**src/hdl/ead_pkg.sv**
```systemverilog
// ----------------------------------------------------------------------------
// Energy activity detector package
// Shared constants, register index codes and fixed-point helper functions
// for the energy based activity detector.
// ----------------------------------------------------------------------------
package ead_pkg;

   // Default build parameters.
   localparam int unsigned INPUT_SHIFT_DEFAULT = 11;
   localparam int unsigned DECIM_BITS_DEFAULT  = 6;

   // Datapath and port widths.
   localparam int unsigned DATA_W      = 32;
   localparam int unsigned SAMPLE_W    = 16;
   localparam int unsigned SHIFT_W     = 5;
   localparam int unsigned THRESH_W    = 10;
   localparam int unsigned LEVEL_W     = 31;
   localparam int unsigned CSR_DATA_W  = 31;
   localparam int unsigned CSR_INDEX_W = 3;
   localparam int unsigned PROD_W      = DATA_W + THRESH_W + 1;
   localparam int unsigned NUM_STAGES  = 7;

   // Fixed Q31 limits of the activity and flag accumulators.
   localparam logic [DATA_W-1:0] Q31_0P3  = 32'd644245094;
   localparam logic [DATA_W-1:0] Q31_0P98 = 32'd2104533975;
   localparam logic [DATA_W-1:0] Q31_0P5  = 32'd1073741824;

   // Register reset values.
   localparam logic [SHIFT_W-1:0]  HPF_SHIFT_RESET   = 5'd5;
   localparam logic [SHIFT_W-1:0]  LPF_SHIFT_RESET   = 5'd6;
   localparam logic [SHIFT_W-1:0]  FLOOR_SHIFT_RESET = 5'd10;
   localparam logic [THRESH_W-1:0] THRESHOLD_RESET   = 10'd4;
   localparam logic [LEVEL_W-1:0]  FLOOR_MIN_RESET   = 31'd1;
   localparam logic [LEVEL_W-1:0]  ACC_RISE_RESET    = 31'd100000000;
   localparam logic [LEVEL_W-1:0]  ACC_FALL_RESET    = 31'd10000000;
   localparam logic [LEVEL_W-1:0]  ACC_MAX_RESET     = 31'd2147483647;

   // Register index codes of the configuration port.
   typedef enum logic [CSR_INDEX_W-1:0] {
      CSR_HPF_SHIFT   = 3'd0,
      CSR_LPF_SHIFT   = 3'd1,
      CSR_FLOOR_SHIFT = 3'd2,
      CSR_THRESHOLD   = 3'd3,
      CSR_FLOOR_MIN   = 3'd4,
      CSR_ACC_RISE    = 3'd5,
      CSR_ACC_FALL    = 3'd6,
      CSR_ACC_MAX     = 3'd7
   } csr_index_type;

   // Arithmetic right shift of a 32-bit word.
   function automatic logic [DATA_W-1:0] asr32(input logic [DATA_W-1:0] value,
                                               input logic [SHIFT_W-1:0] amount);
      return DATA_W'($signed(value) >>> amount);
   endfunction

   // One step of the shift-based leaky average: y + (x >> s) - (y >> s).
   function automatic logic [DATA_W-1:0] track32(input logic [DATA_W-1:0] y,
                                                 input logic [DATA_W-1:0] x,
                                                 input logic [SHIFT_W-1:0] s);
      return asr32(x, s) + (y - asr32(y, s));
   endfunction

   // Signed minimum and maximum of two 32-bit words.
   function automatic logic [DATA_W-1:0] smin32(input logic [DATA_W-1:0] a,
                                                input logic [DATA_W-1:0] b);
      return ($signed(a) < $signed(b)) ? a : b;
   endfunction

   function automatic logic [DATA_W-1:0] smax32(input logic [DATA_W-1:0] a,
                                                input logic [DATA_W-1:0] b);
      return ($signed(a) > $signed(b)) ? a : b;
   endfunction

endpackage

```
**src/hdl/energy_activity_detector.sv**
```systemverilog
// Latency: a transaction accepted into the input register moves through the stages in
// order and shows its result on rsp_valid from the output register (stage 6).
// Throughput: one transaction per cycle while rsp_stall is low; the first-order
// recurrences sit in stages 1, 2, 3, 5 and 6 and each updates as its stage loads.
// Reset: synchronous and active high; it clears all filter state, empties the
// pipeline and loads the register reset values. No clearing pass is needed.
// ----------------------------------------------------------------------------
// Energy activity detector
// Per-sample energy estimate with peak and noise-floor tracking, two activity
// accumulators and a one-bit detection result for every input transaction.
// ----------------------------------------------------------------------------
module energy_activity_detector
   import ead_pkg::*;
#(
   parameter int unsigned INPUT_SHIFT = INPUT_SHIFT_DEFAULT,
   parameter int unsigned DECIM_BITS  = DECIM_BITS_DEFAULT
) (
   input  logic                   clock,
   input  logic                   reset,
   // Input transactions.
   input  logic                   req_valid,
   output logic                   req_stall,
   input  logic [SAMPLE_W-1:0]    req_sample,
   input  logic                   req_block_end,
   // Result transactions.
   output logic                   rsp_valid,
   input  logic                   rsp_stall,
   output logic                   rsp_detected,
   output logic                   rsp_block_end_out,
   // Configuration writes.
   input  logic                   csr_we,
   input  logic [CSR_INDEX_W-1:0] csr_index,
   input  logic [CSR_DATA_W-1:0]  csr_wdata
);

   // The chain is a cascade of first-order recurrences, each of which only
   // needs its own previous value and the output of the stage before it.
   // That lets every recurrence live in its own pipeline stage:
   //   stage 0  input register
   //   stage 1  leaky integrator and rectifier
   //   stage 2  energy smoothing filter
   //   stage 3  peak tracker and decimated noise-floor tracker
   //   stage 4  noise floor times threshold
   //   stage 5  activity accumulator
   //   stage 6  flag accumulator and detection (the output register)
   // A stage's state is updated exactly when a transaction enters the stage,
   // so the state sequence matches sample order whatever the stall pattern.

   // ------------------------------------------------------------------------
   // Configuration registers
   // ------------------------------------------------------------------------
   logic [SHIFT_W-1:0]  hpf_shift_ff;
   logic [SHIFT_W-1:0]  lpf_shift_ff;
   logic [SHIFT_W-1:0]  floor_shift_ff;
   logic [THRESH_W-1:0] threshold_ff;
   logic [LEVEL_W-1:0]  floor_min_ff;
   logic [LEVEL_W-1:0]  acc_rise_ff;
   logic [LEVEL_W-1:0]  acc_fall_ff;
   logic [LEVEL_W-1:0]  acc_max_ff;

   // Configuration is to be written by the user only while the pipeline is empty
   // (the block does not enforce it), so the registers feed the datapath directly.
   always_ff @(posedge clock) begin
      if (reset) begin
         hpf_shift_ff   <= HPF_SHIFT_RESET;
         lpf_shift_ff   <= LPF_SHIFT_RESET;
         floor_shift_ff <= FLOOR_SHIFT_RESET;
         threshold_ff   <= THRESHOLD_RESET;
         floor_min_ff   <= FLOOR_MIN_RESET;
         acc_rise_ff    <= ACC_RISE_RESET;
         acc_fall_ff    <= ACC_FALL_RESET;
         acc_max_ff     <= ACC_MAX_RESET;
      end else if (csr_we) begin
         case (csr_index_type'(csr_index))
            CSR_HPF_SHIFT:   hpf_shift_ff   <= csr_wdata[SHIFT_W-1:0];
            CSR_LPF_SHIFT:   lpf_shift_ff   <= csr_wdata[SHIFT_W-1:0];
            CSR_FLOOR_SHIFT: floor_shift_ff <= csr_wdata[SHIFT_W-1:0];
            CSR_THRESHOLD:   threshold_ff   <= csr_wdata[THRESH_W-1:0];
            CSR_FLOOR_MIN:   floor_min_ff   <= csr_wdata[LEVEL_W-1:0];
            CSR_ACC_RISE:    acc_rise_ff    <= csr_wdata[LEVEL_W-1:0];
            CSR_ACC_FALL:    acc_fall_ff    <= csr_wdata[LEVEL_W-1:0];
            CSR_ACC_MAX:     acc_max_ff     <= csr_wdata[LEVEL_W-1:0];
            default: ;
         endcase
      end
   end

   // ------------------------------------------------------------------------
   // Pipeline flow control
   // ------------------------------------------------------------------------
   // A stage can take a new transaction when it is empty or when its own
   // transaction moves on in the same cycle. Bubbles therefore collapse and
   // the input keeps flowing while a finished result waits, until every stage is full.
   logic [NUM_STAGES-1:0] valid_ff;
   logic [NUM_STAGES-1:0] valid_in;
   logic [NUM_STAGES-1:0] ready;
   logic [NUM_STAGES-1:0] load;
   logic [NUM_STAGES-1:0] block_end_ff;
   logic [NUM_STAGES-1:0] block_end_in;

   always_comb begin
      ready[NUM_STAGES-1] = !valid_ff[NUM_STAGES-1] || !rsp_stall;
      for (int k = NUM_STAGES - 2; k >= 0; k--) begin
         ready[k] = !valid_ff[k] || ready[k+1];
      end
      load[0]         = req_valid && ready[0];
      valid_in[0]     = ready[0] ? req_valid : valid_ff[0];
      block_end_in[0] = load[0] ? req_block_end : block_end_ff[0];
      for (int k = 1; k < NUM_STAGES; k++) begin
         load[k]         = valid_ff[k-1] && ready[k];
         valid_in[k]     = ready[k] ? valid_ff[k-1] : valid_ff[k];
         block_end_in[k] = load[k] ? block_end_ff[k-1] : block_end_ff[k];
      end
   end

   always_ff @(posedge clock) begin
      if (reset) begin
         valid_ff <= '0;
      end else begin
         valid_ff <= valid_in;
      end
   end

   // The block end marker only travels along with its transaction.
   always_ff @(posedge clock) begin
      block_end_ff <= block_end_in;
   end

   assign req_stall = !ready[0];

   // ------------------------------------------------------------------------
   // Stage 0: input register
   // ------------------------------------------------------------------------
   logic [SAMPLE_W-1:0] sample_ff;

   always_ff @(posedge clock) begin
      if (load[0]) begin
         sample_ff <= req_sample;
      end
   end

   // ------------------------------------------------------------------------
   // Stage 1: leaky integrator difference and rectifier
   // ------------------------------------------------------------------------
   // The difference of the new and old integrator value reduces to
   // x - (integrator >> hpf_shift), so the adder chain stays short.
   logic [DATA_W-1:0] scaled_sample;
   logic [DATA_W-1:0] integ_diff;
   logic [DATA_W-1:0] integrator_ff;
   logic [DATA_W-1:0] integrator_in;
   logic [DATA_W-1:0] rect_ff;
   logic [DATA_W-1:0] rect_in;

   always_comb begin
      scaled_sample = {{(DATA_W - SAMPLE_W){sample_ff[SAMPLE_W-1]}}, sample_ff}
                      << INPUT_SHIFT;
      integ_diff    = scaled_sample - asr32(integrator_ff, hpf_shift_ff);
      integrator_in = integrator_ff + integ_diff;
      // The negation of the most negative value wraps back onto itself.
      rect_in       = integ_diff[DATA_W-1] ? (DATA_W'(0) - integ_diff) : integ_diff;
   end

   always_ff @(posedge clock) begin
      if (reset) begin
         integrator_ff <= '0;
      end else if (load[1]) begin
         integrator_ff <= integrator_in;
      end
   end

   always_ff @(posedge clock) begin
      if (load[1]) begin
         rect_ff <= rect_in;
      end
   end

   // ------------------------------------------------------------------------
   // Stage 2: energy smoothing filter
   // ------------------------------------------------------------------------
   logic [DATA_W-1:0] energy_ff;
   logic [DATA_W-1:0] energy_in;

   assign energy_in = track32(energy_ff, rect_ff, lpf_shift_ff);

   always_ff @(posedge clock) begin
      if (reset) begin
         energy_ff <= '0;
      end else if (load[2]) begin
         energy_ff <= energy_in;
      end
   end

   // ------------------------------------------------------------------------
   // Stage 3: peak tracker and decimated noise-floor tracker
   // ------------------------------------------------------------------------
   // The decimation counter counts down and wraps; the floor is updated on
   // the transaction that brings it to zero, and the counter then reloads to
   // all ones.
   logic [DATA_W-1:0]     peak_ff;
   logic [DATA_W-1:0]     peak_in;
   logic [DATA_W-1:0]     floor_ff;
   logic [DATA_W-1:0]     floor_in;
   logic [DECIM_BITS-1:0] decim_count_ff;
   logic [DECIM_BITS-1:0] decim_count_in;
   logic [DECIM_BITS-1:0] decim_next;
   logic [DATA_W-1:0]     floor_tracked;

   always_comb begin
      peak_in        = smax32(energy_ff, track32(peak_ff, energy_ff, floor_shift_ff));
      decim_next     = decim_count_ff - DECIM_BITS'(1);
      floor_tracked  = track32(floor_ff, energy_ff, floor_shift_ff);
      floor_in       = floor_ff;
      decim_count_in = decim_next;
      if (decim_next == '0) begin
         floor_in       = smax32({1'b0, floor_min_ff}, smin32(floor_tracked, energy_ff));
         decim_count_in = '1;
      end
   end

   always_ff @(posedge clock) begin
      if (reset) begin
         peak_ff        <= '0;
         floor_ff       <= '0;
         decim_count_ff <= '0;
      end else if (load[3]) begin
         peak_ff        <= peak_in;
         floor_ff       <= floor_in;
         decim_count_ff <= decim_count_in;
      end
   end

   // ------------------------------------------------------------------------
   // Stage 4: detection limit, noise floor times threshold at full width
   // ------------------------------------------------------------------------
   logic signed [PROD_W-1:0] limit_ff;
   logic signed [PROD_W-1:0] limit_in;
   logic [DATA_W-1:0]        peak_cmp_ff;

   assign limit_in = $signed(floor_ff) * $signed({1'b0, threshold_ff});

   always_ff @(posedge clock) begin
      if (load[4]) begin
         limit_ff    <= limit_in;
         peak_cmp_ff <= peak_ff;
      end
   end

   // ------------------------------------------------------------------------
   // Stage 5: activity accumulator
   // ------------------------------------------------------------------------
   // Sums wrap at 32 bits before the clamp, as the arithmetic is modular.
   logic                signal_above;
   logic [DATA_W-1:0]   activity_up;
   logic [DATA_W-1:0]   activity_down;
   logic [DATA_W-1:0]   activity_ff;
   logic [DATA_W-1:0]   activity_in;

   always_comb begin
      signal_above  = $signed({{(PROD_W - DATA_W){peak_cmp_ff[DATA_W-1]}}, peak_cmp_ff})
                      > limit_ff;
      activity_up   = activity_ff + {1'b0, acc_rise_ff};
      activity_down = activity_ff - {1'b0, acc_fall_ff};
      if (signal_above) begin
         activity_in = smin32({1'b0, acc_max_ff}, activity_up);
      end else begin
         activity_in = activity_down[DATA_W-1] ? '0 : activity_down;
      end
   end

   always_ff @(posedge clock) begin
      if (reset) begin
         activity_ff <= '0;
      end else if (load[5]) begin
         activity_ff <= activity_in;
      end
   end

   // ------------------------------------------------------------------------
   // Stage 6: flag accumulator and detection output register
   // ------------------------------------------------------------------------
   // The roles of the two step sizes swap here: the flag rises by acc_fall
   // and falls by acc_rise, which gives a quick release and slow attack.
   logic [DATA_W-1:0] flag_up;
   logic [DATA_W-1:0] flag_down;
   logic [DATA_W-1:0] flag_ff;
   logic [DATA_W-1:0] flag_in;
   logic              detected_ff;
   logic              detected_in;

   always_comb begin
      flag_up   = flag_ff + {1'b0, acc_fall_ff};
      flag_down = flag_ff - {1'b0, acc_rise_ff};
      if ($signed(activity_ff) > $signed(Q31_0P3)) begin
         flag_in = smin32(Q31_0P98, flag_up);
      end else begin
         flag_in = flag_down[DATA_W-1] ? '0 : flag_down;
      end
      detected_in = $signed(flag_in) > $signed(Q31_0P5);
   end

   always_ff @(posedge clock) begin
      if (reset) begin
         flag_ff <= '0;
      end else if (load[6]) begin
         flag_ff <= flag_in;
      end
   end

   always_ff @(posedge clock) begin
      if (load[6]) begin
         detected_ff <= detected_in;
      end
   end

   assign rsp_valid         = valid_ff[NUM_STAGES-1];
   assign rsp_detected      = detected_ff;
   assign rsp_block_end_out = block_end_ff[NUM_STAGES-1];

   // ------------------------------------------------------------------------
   // Assertions
   // ------------------------------------------------------------------------
`ifndef NO_ASSERTIONS
   // An accepted input transaction always lands in the input stage.
   assert property (@(posedge clock) disable iff (reset)
                    (req_valid && !req_stall) |=> valid_ff[0])
      else $error("accepted transaction missing from input stage");

   // A transaction leaving stage 5 always reaches the output register.
   assert property (@(posedge clock) disable iff (reset)
                    load[NUM_STAGES-1] |=> rsp_valid)
      else $error("transaction lost before the output register");

   // The decimation counter reloads to all ones when a transaction counts it down from one.
   assert property (@(posedge clock) disable iff (reset)
                    (load[3] && decim_count_ff == DECIM_BITS'(1))
                    |=> (decim_count_ff == '1))
      else $error("decimation counter failed to reload");

   // A noise floor update never leaves the floor below its lower limit.
   assert property (@(posedge clock) disable iff (reset)
                    (load[3] && decim_count_ff == DECIM_BITS'(1))
                    |=> ($signed(floor_ff) >= $signed({1'b0, floor_min_ff})))
      else $error("noise floor below its lower limit");
`endif

endmodule
```
**config.mk**
```make
export PLATFORM = sky130hd
export DESIGN_NAME = energy_activity_detector
export DESIGN_NICKNAME = d
export VERILOG_FILES = /design/src/hdl/ead_pkg.sv /design/src/hdl/energy_activity_detector.sv
export SDC_FILE = /design/constraint.sdc
export NUM_CORES = 2
export LEC_CHECK = 0
export BUFFER_PORTS_ARGS = -buffer_cell sky130_fd_sc_hd__clkbuf_2
export CORE_AREA = 2 2 377 379
export DETAILED_ROUTE_END_ITERATION = 10
export DIE_AREA = 0 0 379 381
export PLACE_DENSITY = 0.56
export SETUP_SLACK_MARGIN = 0.05
export SYNTH_ARGS = -nofsm -noshare
export SYNTH_HDL_FRONTEND = slang
export SYNTH_SLANG_ARGS = --single-unit
```
**constraint.sdc**
```tcl
create_clock -name clock -period 13.21 [get_ports clock]
set_clock_uncertainty 0.05 [all_clocks]
set_input_delay 3.963 -clock clock [delete_from_list [all_inputs] [get_ports clock]]
set_output_delay 3.963 -clock clock [all_outputs]
set_load 0.1 [all_outputs]
```
* Word level (Yosys, flattened, before mapping) *
Index checks and enable logic that the tools add are counted.

word-level totals
  bits in registers = 485
  latch bits = 0
  memory bits (writable) = 0
  memory bits (read-only) = 0
  input port bits = 56
  output and inout bits = 4
  word-level logic and storage cells = 116
  memories kept = 0

operators by class
  add/sub/neg operators = 14
  multipliers = 1
  divide/modulo/power cells = 0
  $lt $le $gt $ge = 8
  equal/unequal tests = 7
  shift operators = 6
  multiplexer cells = 11
  bitwise operators = 0
  reductions and logical operators = 34

operators by type and width
  kind                     count
  $mux W32                 7
  $sshr A32 B5 Y32         6
  $add A32 B32 Y32         4
  $sub A32 B32 Y32         4
  $mux W31                 3
  $add A32 B31 Y32         2
  $gt A32 B32 Y1           2
  $lt A32 B32 Y1           2
  $sub A32 B31 Y32         2
  $gt A32 B43 Y1           1
  $mul A32 B11 Y43         1
  $gt A32 B31 Y1 const B   1
  $gt A32 B32 Y1 const B   1
  $lt A32 B32 Y1 const A   1
  $sub A1 B32 Y32 const A  1
  $reduce_and A2 Y1        9
  $eq A3 B3 Y1 const B     4
  $logic_not A1 Y1         9
  $logic_and A1 B1 Y1      7
  $logic_or A1 B1 Y1       7
  $eq A3 B2 Y1 const B     2
  $logic_not A6 Y1         1
  $mux W6                  1
  $sub A6 B1 Y6 const B    1
  other kinds (2)          2

* Depth between registers and ports, before layout *
  depth in word-level cells = 9
  gate-level depth with buffers = 51
  gate-level depth less buffers = 47

* Least setup slack after synthesis *
OpenSTA, ideal clock, no wires.

  path type = input port to flip-flop
  start = input rsp_stall
  end = register block_end_ff[4], enable pin
  setup time = 627 ps
  arrival time = 9708 ps
  data required time = 12533 ps
  path slack = 2826 ps
  cell stages on the path = 2
  path buffers = 0
  cells stage by stage = and3_1 -> a21boi_0

on the way
  cells in the longest elaborated chain, start to end = 5

ends and longest elaborated chain
  what                             RTL line                         text
  from (decl)                      energy_activity_detector.sv:27   input logic rsp_stall,
  $logic_not A1 Y1                 energy_activity_detector.sv:102  ready[NUM_STAGES-1] = !valid_ff[NUM_STAGES-1] || !rsp_stall;
  $logic_or A1 B1 Y1               energy_activity_detector.sv:102
  $logic_or A1 B1 Y1 (2 in a row)  energy_activity_detector.sv:104  ready[k] = !valid_ff[k] || ready[k+1];
  $logic_and A1 B1 Y1              energy_activity_detector.sv:110  load[k] = valid_ff[k-1] && ready[k];
  named net load[4]                energy_activity_detector.sv:97   logic [NUM_STAGES-1:0] load;
  to (signal assigned)             energy_activity_detector.sv:126  block_end_ff <= block_end_in;
  to (decl)                        energy_activity_detector.sv:98   logic [NUM_STAGES-1:0] block_end_ff;

The timed path passes the listed nets, and every way through them passes these cells.
A chain may end at the register's enable or synchronous reset.

* Final worst setup path *
  start = register floor_shift_ff[0]
  end = register floor_ff[24]

on the way
  cells in the longest elaborated chain, start to end = 7
  elaborated cells between the ends (all ways) = 8
  classes of those cells = add/sub (2); order compare (2); shift (2); mux (2)

ends and longest elaborated chain
  what                    RTL line                         text
  from (decl)             energy_activity_detector.sv:54   logic [SHIFT_W-1:0] floor_shift_ff;
  from (signal assigned)  energy_activity_detector.sv:77   CSR_FLOOR_SHIFT: floor_shift_ff <= csr_wdata[SHIFT_W-1:0];
  $sshr A32 B5 Y32        ead_pkg.sv:53                    return DATA_W'($signed(value) >>> amount);
  $sub A32 B32 Y32        ead_pkg.sv:60                    return asr32(x, s) + (y - asr32(y, s));
  $add A32 B32 Y32 (*)    ead_pkg.sv:60
  $lt A32 B32 Y1          ead_pkg.sv:66                    return ($signed(a) < $signed(b)) ? a : b;
  $mux W32 (*)            ead_pkg.sv:66
  $gt A32 B32 Y1          ead_pkg.sv:71                    return ($signed(a) > $signed(b)) ? a : b;
  $mux W32 (*)            ead_pkg.sv:71
  to (signal assigned)    energy_activity_detector.sv:227  floor_ff <= floor_in;
  to (decl)               energy_activity_detector.sv:201  logic [DATA_W-1:0] floor_ff;

Every way passes the cells marked *; elsewhere a longest branch is shown, timed or not.

==> impl_results.md <==
* Status: complete, no violations
* Site row count at between 100 and 150
* Total gr overflow at 0
* Clk_lat worst skew at 0.70 ns
* Post-Layout Cell Count at 9117
* Crit Path Max Fanout at 53
* Port buffer count at 59
* Layout area overhead at 7.218%
* Crit path time final at approximately 12 ns
* Max incr delay on CP at 0.88 ns
* Via count at around 53000
* Synth warn at 0
* Num CTS Buffers at 66
* Dpl cells at roughly 9000
* Initial Util at about 43%
* Asr flop ratio synth at 0%
* Worst Path Buf+Inv at 3
* First-pass GRT wire length at 316500 um
* Logic pwr share at between 60% and 70%
* Ratio of cells with drive above 1 in the final layout at 7.920%
* Clk sinks at slightly below 500
* Post-CTS setup buffers at 0
* Sw power at 6.201 mW
* Largest net degree at the start of global routing at around 120
* Maxcap violations at 0
* Final wirelength at between 200000 and 250000 um
* Sequential power share at 16.2%
* Post-Syn Area at approximately 60000 um^2
* Crit Path Class: reg -> reg
* Power Internal at 6.174 mW
* TNS Setup at 0 ns
* Core area at around 140000 um^2
* Number of vias per cell at approximately 5.8
* CTS tree: built
* Antenna Nets Post-Route at 0
* First DRT Iteration DRCs at ~4600
* Die Y at around 380 um
* Yosys top cell area share at between 10 and 15%
* CP arrival at about 12 ns
* Sw Share at about half
* Startpoint types: flip-flop
* Top Family by Delay on Critical Path: compound AO/OA/AOI/OAI gates
* Die area at ~140000 um^2
* P per Cell Area at around 190 nW/um^2
* Crit. End Element: flip-flop
* Met1 WL at between 90000 and 100000 um
* DR WL met2 at 93780 um
* Fill cells at 14080
* Slew at the pin closest to its max-slew limit at 1.255 ns
* Seq/Total Area, Yosys at 18.42%
* Root Buffer: clkbuf_16
* CTS resizes at 0
* Clock share of power at approximately 15%
* Leak at between 20 and 30 nW
* Final Hold Viols at 0
* Syn avg cell area at around 8.2 um^2
* Largest area contributor in the netlist: fa_1
* Final Max Slew Viols at 0
* Hold Path Class: reg -> reg
* Hold buffer count at CTS at 0
* Vias in the first global route at between 50000 and 60000
* Tot GR Track Use at 28.37%
* Met3 wire length at about 13000 um
* Post-synth EDFFs at between 100 and 150
* Cell mode on critical path: a21oi_1
* Initial DRT Pass Iterations at 6
* Clk slew on worst S/H paths at around 0.06 ns
* Worst vdd ir at 0.1552 mV
* Die Wd at ~380 um
* Critical path's slowest cell: dfxtp_4
* Dpl hpwl at ~160000 um
* Top post-synthesis cells by area: fa_1, dfxtp_1, ha_1, edfxtp_1, nand2_1
* Fin util at a little under half
* Final Setup Violations at 0
* Synth Net Count at 8282
* Routability cong. at between 1 and 1.5
* Maximum clock frequency at around 84 MHz
* Max-slew headroom at 16.34%
* Max layer used: met5
* Synthesis-stage register bit count at ~490
* Fin crit share at 89.78%
* Final nets at about 8100
* RSZ-0062 raised after global routing: false
* Initial antenna violation count at 9
* Post-Syn Instances at between 7000 and 8000
* Routed len/inst at 22.73 um
* Most frequent cells in the layout: nand2_1, a21oi_1, inv_1
* Top FF cell, synth: dfxtp_1
* Number of library cell types mapped by synthesis at about 110
* DRC viols at 0
* Top-Level Pins at 60
* CTS max path bufs at 3
* H-tree depth at 3
* CP required at 13.77 ns
* Most common cell after layout, fill and taps aside: nand2_1
==> state kept, by name, indices dropped and copies added (netlist names) <==
| signal | flops |
|---|---|
| peak_cmp_ff | 32 |
| decim_count_ff | 6 |
| floor_shift_ff | 5 |
| acc_fall_ff | 31 |
| rsp_detected | 1 |
| flag_ff | 32 |
| threshold_ff | 10 |
| sample_ff | 16 |
| lpf_shift_ff | 5 |
| floor_ff | 32 |
| floor_min_ff | 31 |
| acc_rise_ff | 31 |
| acc_max_ff | 31 |
| peak_ff | 32 |
| activity_ff | 32 |
| block_end_ff | 7 |
| energy_ff | 32 |
| valid_ff | 7 |
| limit_ff | 43 |
| hpf_shift_ff | 5 |
| rect_ff | 32 |
| integrator_ff | 32 |
==> cell usage after synthesis, types with 11 or more instances <==
library cell  count
a21o_1          192
o31ai_1          53
nor4_1           25
nand2_1        1011
a22oi_1          13
o211ai_1         65
nand3_1         128
o211a_1          15
nor2b_1          56
a211o_1          11
a21oi_1         661
a31oi_1          72
a211oi_1         74
nand2b_1         97
a221oi_1         14
o21a_1           89
dfxtp_1         354
a21boi_0         15
mux4_2          116
nand4_1          66
inv_1           633
fa_1            371
and3_1           57
o21bai_1         46
xor2_1           94
a31o_2           16
xnor2_1         223
edfxtp_1        131
buf_1            48
o31a_1           13
mux2i_1         186
or2_2            18
a311oi_1         12
nor2_1          452
ha_1            537
clkbuf_1        321
or3_1            18
o22ai_1          14
nor3_1           75
mux2_2           63
and2_1          207
a2111oi_0        15
o21ai_0         437
==> logic make-up (layout without fill, tap and decap cells) <==
group | Yosys count | after routing | synth area share (%)
other cells | 0 | 5 | 0
compound gates | 1945 | 1945 | 20.36
flops | 485 | 485 | 18.42
xor+xnor | 319 | 319 | 4.694
mux | 375 | 375 | 8.945
buf+inv | 1028 | 932 | 6.584
fa+ha+maj | 908 | 908 | 23.64
simple gates | 2258 | 2258 | 17.36
==> through the flow <==
step	power [mW]	setup WS, ns	hold slack, ns	area (um^2)
CTS	12.28	1.544	0.3744	64150
global placement	10.31	1.714	0.3553	61920
detailed placement	10.36	1.596	0.3643	61920
finish	12.38	1.350	0.3694	64160
global route	13.32	0.5623	0.3753	64160
floorplan	8.068	2.826	0.3503	59840
==> final timing paths <==
check / from / endpoint / slack [ns] / cells past startpoint
worst min register to register: block_end_ff[1] / block_end_ff[2] / 0.37 / 0
worst min-delay path: block_end_ff[1] / block_end_ff[2] / 0.37 / 0
worst max-delay path: floor_shift_ff[0] / floor_ff[24] / 1.35 / 41
worst max register to register: floor_shift_ff[0] / floor_ff[24] / 1.35 / 41
==> area by class of cell <==
| class | count | area [um^2] | share of cell area [%] |
|---|---|---|---|
| well taps | 1890 | 2365 | 3.686 |
| multi-input cells | 5805 | 44960 | 70.07 |
| clock buffers | 79 | 1740 | 2.713 |
| flip-flops and latches | 485 | 11040 | 17.21 |
| clock inverters | 43 | 485.5 | 0.7566 |
| inverters | 640 | 2405 | 3.748 |
| diodes | 5 | 12.51 | 0.01950 |
| repair buffers | 170 | 1150 | 1.792 |
==> power groups by stage <==
| stage | logic (mW) | clock network [mW] | registers, mW |
|---|---|---|---|
| finish | 8.51 | 1.86 | 2.01 |
| detailed placement | 8.33 | 0 | 2.03 |
| CTS | 8.38 | 1.90 | 2.00 |
| global route | 9.33 | 1.96 | 2.03 |
| global placement | 8.28 | 0 | 2.03 |
| floorplan | 6.18 | 0 | 1.89 |
==> routing by layer <==
metal	global-route usage, %	up-vias
met5	0	-
met4	10.98	2
met3	3.855	371
met2	45.10	1760
met1	38.90	25700
li1	-	25310
Power figures use the tool's default switching activity.
